===== config.mk =====
export PLATFORM = sky130hd
export DESIGN_NAME = hsv_to_rgb_pixel_unit
export DESIGN_NICKNAME = d
export VERILOG_FILES = /design/src/rtl/hsv2rgb_pkg.sv /design/src/rtl/hsv_to_rgb_pixel_unit.sv
export SDC_FILE = /design/constraint.sdc
export NUM_CORES = 2
export LEC_CHECK = 0
export ABC_AREA = 1
export CAP_MARGIN = 25
export CORE_MARGIN = 1.5
export CORE_UTILIZATION = 52
export DETAILED_ROUTE_END_ITERATION = 6
export DONT_BUFFER_PORTS = 1
export PLACE_DENSITY = 0.7
export SYNTH_ARGS = -nofsm -noshare
export SYNTH_HDL_FRONTEND = slang
export SYNTH_SLANG_ARGS = --single-unit

===== constraint.sdc =====
create_clock -name clk -period 6.6 [get_ports clk]
set_clock_uncertainty 0.1 [all_clocks]
set_input_delay 1.65 -clock clk [delete_from_list [all_inputs] [get_ports clk]]
set_output_delay 1.65 -clock clk [all_outputs]
set_load 0.01 [all_outputs]

===== src/rtl/hsv2rgb_pkg.sv =====
// ----------------------------------------------------------------------------
// hsv2rgb_pkg
// Shared widths, fixed-point constants and sector codes for the HSV to RGB
// pixel pipeline.
// ----------------------------------------------------------------------------
package hsv2rgb_pkg;

  localparam int HUE_W = 15;
  localparam int CH_W = 8;
  localparam int RGB_W = 3 * CH_W;
  localparam int HUE_FRAC_BITS = 6;

  // one 60 degree sector in hue units, and the 120 degree fold period
  localparam int SPAN = 60 << HUE_FRAC_BITS;
  localparam int HQ_D = 2 * SPAN;
  localparam int HUE_MAX = (1 << HUE_W) - 1;
  localparam int WRAP_MAX = HUE_MAX / HQ_D;
  localparam int WRAP_W = (WRAP_MAX > 0) ? $clog2(WRAP_MAX + 1) : 1;
  localparam int SPAN_W = $clog2(HQ_D + 1);
  localparam int WIDE_W = (SPAN_W > HUE_W) ? SPAN_W : HUE_W;

  // hue / HQ_D by reciprocal
  localparam int HQ_K = HUE_W + $clog2(HQ_D);
  localparam longint HQ_M = ((longint'(1) << HQ_K) + longint'(HQ_D) - 1) / longint'(HQ_D);
  localparam int HQ_M_W = $clog2(HQ_M + 1);
  localparam int HQ_P_W = HUE_W + HQ_M_W;

  // folded hue position, mixing term and product widths
  localparam int Q_W = $clog2(SPAN + 1);
  localparam int T_W = $clog2(255 * longint'(SPAN) + 1);
  localparam int N_W = T_W + CH_W;
  localparam int VNS_W = 2 * CH_W;

  // low level: (v * (255 - s)) / 255 by reciprocal
  localparam int LOW_D = 255;
  localparam int LOW_K = VNS_W + $clog2(LOW_D);
  localparam longint LOW_M = ((longint'(1) << LOW_K) + LOW_D - 1) / LOW_D;
  localparam int LOW_M_W = $clog2(LOW_M + 1);
  localparam int LOW_P_W = VNS_W + LOW_M_W;

  // mid level: ((v * t) >> frac) / (255 * 60) by reciprocal
  localparam int MID_D = 255 * 60;
  localparam int X_W = $clog2(65025 * 60 + 1);
  localparam int MID_K = X_W + $clog2(MID_D);
  localparam longint MID_M = ((longint'(1) << MID_K) + MID_D - 1) / MID_D;
  localparam int MID_M_W = $clog2(MID_M + 1);
  localparam int MID_P_W = X_W + MID_M_W;

  typedef enum logic [2:0] {
    SEC_R_Y = 3'd0,
    SEC_Y_G = 3'd1,
    SEC_G_C = 3'd2,
    SEC_C_B = 3'd3,
    SEC_B_M = 3'd4,
    SEC_M_R = 3'd5
  } sector_t;

endpackage


===== src/rtl/hsv_to_rgb_pixel_unit.sv =====
// ----------------------------------------------------------------------------
// hsv_to_rgb_pixel_unit
// Six-stage pipelined HSV to RGB conversion, one pixel per clock unless stalled.
// ----------------------------------------------------------------------------
//
//   channel | handshake          | payload
//   --------+--------------------+-------------------------------------------
//   in      | in_valid, in_stall | hue, saturation, brightness
//   out     | out_valid,out_stall| red, green, blue, packed_rgb
//
// one item enters and one leaves every clock while out_stall is low
// the longest stage is one 22 x 23 reciprocal multiply for the mid level
// rst clears the stage valid bits only, payload registers are not reset
// a stall fills empty stages first, in_stall rises only when all six are full
//
module hsv_to_rgb_pixel_unit
  import hsv2rgb_pkg::*;
(
  input  logic              clk,
  input  logic              rst,
  input  logic              in_valid,
  output logic              in_stall,
  input  logic [HUE_W-1:0]  hue,
  input  logic [CH_W-1:0]   saturation,
  input  logic [CH_W-1:0]   brightness,
  output logic              out_valid,
  input  logic              out_stall,
  output logic [CH_W-1:0]   red,
  output logic [CH_W-1:0]   green,
  output logic [CH_W-1:0]   blue,
  output logic [RGB_W-1:0]  packed_rgb
);

  localparam logic [HQ_M_W-1:0]  HQ_MV  = HQ_M_W'(HQ_M);
  localparam logic [LOW_M_W-1:0] LOW_MV = LOW_M_W'(LOW_M);
  localparam logic [MID_M_W-1:0] MID_MV = MID_M_W'(MID_M);

  logic [5:0] stage_valid;
  logic [5:0] adv;

  // stage 1
  logic [HUE_W-1:0]  s1_hue;
  logic [CH_W-1:0]   s1_sat;
  logic [CH_W-1:0]   s1_val;
  logic [WRAP_W-1:0] s1_wrap;
  // stage 2
  logic [HUE_W-1:0]  s2_pos;
  sector_t           s2_sector;
  logic [CH_W-1:0]   s2_sat;
  logic [CH_W-1:0]   s2_val;
  logic [VNS_W-1:0]  s2_vns;
  // stage 3
  logic [Q_W-1:0]    s3_q;
  logic [CH_W-1:0]   s3_low;
  sector_t           s3_sector;
  logic [CH_W-1:0]   s3_sat;
  logic [CH_W-1:0]   s3_val;
  // stage 4
  logic [T_W-1:0]    s4_t;
  logic [CH_W-1:0]   s4_low;
  sector_t           s4_sector;
  logic [CH_W-1:0]   s4_val;
  // stage 5
  logic [X_W-1:0]    s5_x;
  logic [CH_W-1:0]   s5_low;
  sector_t           s5_sector;
  logic [CH_W-1:0]   s5_val;

  logic [HQ_P_W-1:0]  hq_prod;
  logic [HUE_W-1:0]   wrap_base;
  logic [HUE_W-1:0]   pos_next;
  logic               fold2;
  sector_t            sector_next;
  logic [WIDE_W-1:0]  pos_w;
  logic [WIDE_W-1:0]  q_w;
  logic [LOW_P_W-1:0] low_prod;
  logic [T_W-1:0]     t_next;
  logic [N_W-1:0]     n_prod;
  logic [MID_P_W-1:0] mid_prod;
  logic [CH_W-1:0]    mid;

  // pipeline advance, a stage moves when it is empty or the next one moves
  always_comb begin
    adv[5] = !stage_valid[5] || !out_stall;
    for (int i = 4; i >= 0; i--) begin
      adv[i] = !stage_valid[i] || adv[i+1];
    end
  end

  assign in_stall  = !adv[0];
  assign out_valid = stage_valid[5];

  always_ff @(posedge clk) begin
    if (rst) begin
      stage_valid <= '0;
    end else begin
      if (adv[0]) begin
        stage_valid[0] <= in_valid;
      end
      for (int i = 1; i < 6; i++) begin
        if (adv[i]) begin
          stage_valid[i] <= stage_valid[i-1];
        end
      end
    end
  end

  // stage 1: number of whole 120 degree periods in hue
  assign hq_prod = HQ_P_W'(hue) * HQ_P_W'(HQ_MV);

  always_ff @(posedge clk) begin
    if (adv[0]) begin
      s1_hue  <= hue;
      s1_sat  <= saturation;
      s1_val  <= brightness;
      s1_wrap <= hq_prod[HQ_K +: WRAP_W];
    end
  end

  // stage 2: position inside the period, sector, v * (255 - s)
  assign wrap_base = HUE_W'(s1_wrap * HQ_D);
  assign pos_next  = s1_hue - wrap_base;
  assign fold2     = WIDE_W'(pos_next) >= WIDE_W'(SPAN);

  always_comb begin
    if (s1_wrap > WRAP_W'(2)) begin
      sector_next = SEC_M_R;
    end else begin
      sector_next = sector_t'({2'(s1_wrap), fold2});
    end
  end

  always_ff @(posedge clk) begin
    if (adv[1]) begin
      s2_pos    <= pos_next;
      s2_sector <= sector_next;
      s2_sat    <= s1_sat;
      s2_val    <= s1_val;
      s2_vns    <= VNS_W'(s1_val) * VNS_W'(CH_W'(LOW_D) - s1_sat);
    end
  end

  // stage 3: distance from the nearest primary, low level
  assign pos_w    = WIDE_W'(s2_pos);
  assign q_w      = (pos_w >= WIDE_W'(SPAN)) ? (WIDE_W'(HQ_D) - pos_w) : pos_w;
  assign low_prod = LOW_P_W'(s2_vns) * LOW_P_W'(LOW_MV);

  always_ff @(posedge clk) begin
    if (adv[2]) begin
      s3_q      <= Q_W'(q_w);
      s3_low    <= low_prod[LOW_K +: CH_W];
      s3_sector <= s2_sector;
      s3_sat    <= s2_sat;
      s3_val    <= s2_val;
    end
  end

  // stage 4: t = s * q + (255 - s) * span
  assign t_next = T_W'(s3_sat) * T_W'(s3_q) + T_W'(CH_W'(LOW_D) - s3_sat) * T_W'(SPAN);

  always_ff @(posedge clk) begin
    if (adv[3]) begin
      s4_t      <= t_next;
      s4_low    <= s3_low;
      s4_sector <= s3_sector;
      s4_val    <= s3_val;
    end
  end

  // stage 5: v * t, fraction bits of hue dropped
  assign n_prod = N_W'(s4_val) * N_W'(s4_t);

  always_ff @(posedge clk) begin
    if (adv[4]) begin
      s5_x      <= X_W'(n_prod >> HUE_FRAC_BITS);
      s5_low    <= s4_low;
      s5_sector <= s4_sector;
      s5_val    <= s4_val;
    end
  end

  // stage 6: mid level and channel ordering
  assign mid_prod = MID_P_W'(s5_x) * MID_P_W'(MID_MV);
  assign mid      = mid_prod[MID_K +: CH_W];

  always_ff @(posedge clk) begin
    if (adv[5]) begin
      unique case (s5_sector)
        SEC_R_Y: begin
          red <= s5_val;  green <= mid;    blue <= s5_low;
        end
        SEC_Y_G: begin
          red <= mid;     green <= s5_val; blue <= s5_low;
        end
        SEC_G_C: begin
          red <= s5_low;  green <= s5_val; blue <= mid;
        end
        SEC_C_B: begin
          red <= s5_low;  green <= mid;    blue <= s5_val;
        end
        SEC_B_M: begin
          red <= mid;     green <= s5_low; blue <= s5_val;
        end
        SEC_M_R: begin
          red <= s5_val;  green <= s5_low; blue <= mid;
        end
        default: begin
          red <= s5_val;  green <= s5_low; blue <= mid;
        end
      endcase
    end
  end

  assign packed_rgb = {red, green, blue};

endmodule


==> flow_summary.yaml <==
detailed_routing:
  drc_errors: 0
  vias: 21400
  wl_mm: 63.8
  routed_via_density: 5.11
  post_drt_wl_per_cell_um: 15.3
  drtAntennaViolNets: 0
  drtPass1Iterations: 5
  drt_iter0_markers: 1154
placed_design:
  place_inst: 4136
  placed_area_sq_um: 31400
  detailed_place_hpwl_mm: 54.4
  port_buffers: 0
  gp_congestion: 0.918
floorplan:
  die-area_sq_um: 60600
  rows: 88
  core-area_sq_um: 58000
  start_util_pct: 53.0
  io_pins: 85
  die_h_um: 246
  die_x_um: 246
logic_synthesis:
  yosysTopAreaCellShare_pct: 23.8
  synth.most_common_cell: "inv_1"
  synth_common_cells: "849 x inv_1, 646 x nand2_1, 506 x ha_1, 366 x fa_1, 227 x edfxtp_1"
  synth.yosys.seq_area_share_pct: 22.6
  ys.flop_type: "edfxtp_1"
  yosys_warnings: 0
  yosysUniqueCellTypes: 49
  avgSynthCellArea_sq_um: 8.94
  synth_area_leader_cell: "fa_1"
  ys_top_cells_by_area: "fa_1 24%, edfxtp_1 22%, ha_1 21%"
  netlist_area_sq_um: 30800
  syn-num-nets: 4347
  synth-edff-count: 227
  ys_async_sr_fraction_pct: 0
  synthCells: 3440
  yosys_register_bits: 233
critical_path:
  start_kind: "flop"
  worstPathArrival_ns: 6.16
  end_kind: "flop"
  worstPathRequired_ns: 6.81
  path_max_fanout: 15
  crit_type: "reg -> reg"
sta:
  setup_tns_ns: 0
  setup_viol: 0
  rsz0062_at_grt: "no"
  fin_crit_ns: 5.95
  slew_violations: 0
  max_freq_mhz: 168
  worst_pin_slew_ns: 0.919
  fin_crit_sh_pct: 90.2
  hold_viol_final: 0
  maxSlewHeadroom_pct: 38.7
global_routing:
  grt_antenna_before_repair: 0
  grt_pass1_wl_mm: 109
  grt_pass1_vias: 22600
  track_usage_pct: 22.2
  overflow: 0
  grt_max_degree: 53
finish:
  final-instance-count-excl-fill: 4184
  drive_gt1_share_pct: 2.43
  finalInstanceArea_sq_um: 32300
  final_nets: 4306
  synthToLayoutAreaGrowth_pct: 4.97
  antenna_cells: 0
clocking:
  insertion_delay_ns: 0.59
  numCtsBuffers: 26
  clkSinkCount: 233
  cts.htree.levels: 1
  post_cts_buffers: 0
  clockBufferDepth: 3
  cts_root_buffer: "clkbuf_16"
  cts-resized-gates: 0
  tritoncts: "done"
  holdBufCountCts: 0
  clk_pin_slew_ns: 0.07
run_status:
  status: "finished clean"
worst_hold_path:
  hp-class: "reg -> reg"
run:
  maxCapViolCount: 0
routing by layer:
metal  part of all wire [%]  up-vias  global-route usage [%]
met4                    2.6        0                    6.19
met3                    4.8       93                    2.52
met5                      0        -                       0
met2                     48      512                    38.9
li1                       -    10700                       -
met1                     44    10100                    28.9
area by class of cell:
class                      count  area, sq um
clock buffer                  34          701
clock inverter                14          184
fill                        5124        25700
inverter                     855         3210
multi-input combinational   2269        20200
sequential                   233         6940
tap                          765          957
timing repair buffer          14          105
registers in the layout, indices dropped and copies added (netlist names), 6 cells and up:
name / count
s5_low: 8
blue: 8
red: 8
s2_sat: 8
s1_sat: 8
green: 8
s4_val: 8
s4_low: 8
s1_val: 8
s3_low: 8
s1_hue: 15
s3_q: 12
pos_w: 15
s2_vns: 16
s5_x: 22
s5_val: 8
stage_valid: 6
s3_val: 8
s3_sat: 8
s4_t: 20
s2_val: 8
metrics by stage:
stage,hold slack (ns),setup slack [ns],util [%]
3_5_place_dp,0.305,0.671,54.1
3_3_place_gp,0.301,0.762,54.1
6_report,0.301,0.650,55.6
5_1_grt,0.306,0.334,55.6
2_1_floorplan,0.300,0.160,-
4_1_cts,0.303,0.620,55.6
logic make-up after synthesis:
kind of cell	synth area share, %
AND/OR/NAND/NOR	13.7
buffers and inverters	11.8
adder cells (fa/ha/maj)	44.4
AO/OA/AOI/OAI	5.45
flip-flops	22.6
XOR/XNOR	2.14
worst max-delay path: stages, from the launching register on:
cell and delay, ns:
edfxtp_1 0.64, fa_1 0.59, fa_1 0.50, inv_1 0.06
fa_1 0.48, inv_1 0.05, fa_1 0.47, inv_1 0.05
fa_1 0.50, inv_1 0.05, fa_1 0.47, inv_1 0.05
fa_1 0.41, ha_1 0.35, a21o_1 0.19, a21boi_0 0.25
nand3_1 0.16, nand3_1 0.09, nand2_1 0.06, xor2_1 0.14
final timing paths:
path                  start   endpoint  slack (ns)  cells after the start
setup reg to reg  s3_sat[0]   s4_t[17]        0.65                     19
hold reg to reg   s3_val[2]  s4_val[2]        0.30                      0
setup / recovery  s3_sat[0]   s4_t[17]        0.65                     19
hold / removal    s3_val[2]  s4_val[2]        0.30                      0
cells in the final DEF, fill, tap and decap left out, drive strengths merged, types with 9 or more instances in the layout:
cell and instances:
a21o 18, a21oi 146, buf 14, clkbuf 34, edfxtp 227, fa 366, ha 506, inv 856
nand2 658, nand3 100, nand4 27, nor2 190, nor3 31, o21ai 72, o21bai 9, o22ai 16
xnor2 22, xor2 53
Power is not shown: default switching activity piles up to over one toggle a cycle in this logic, so the estimate is an artifact.
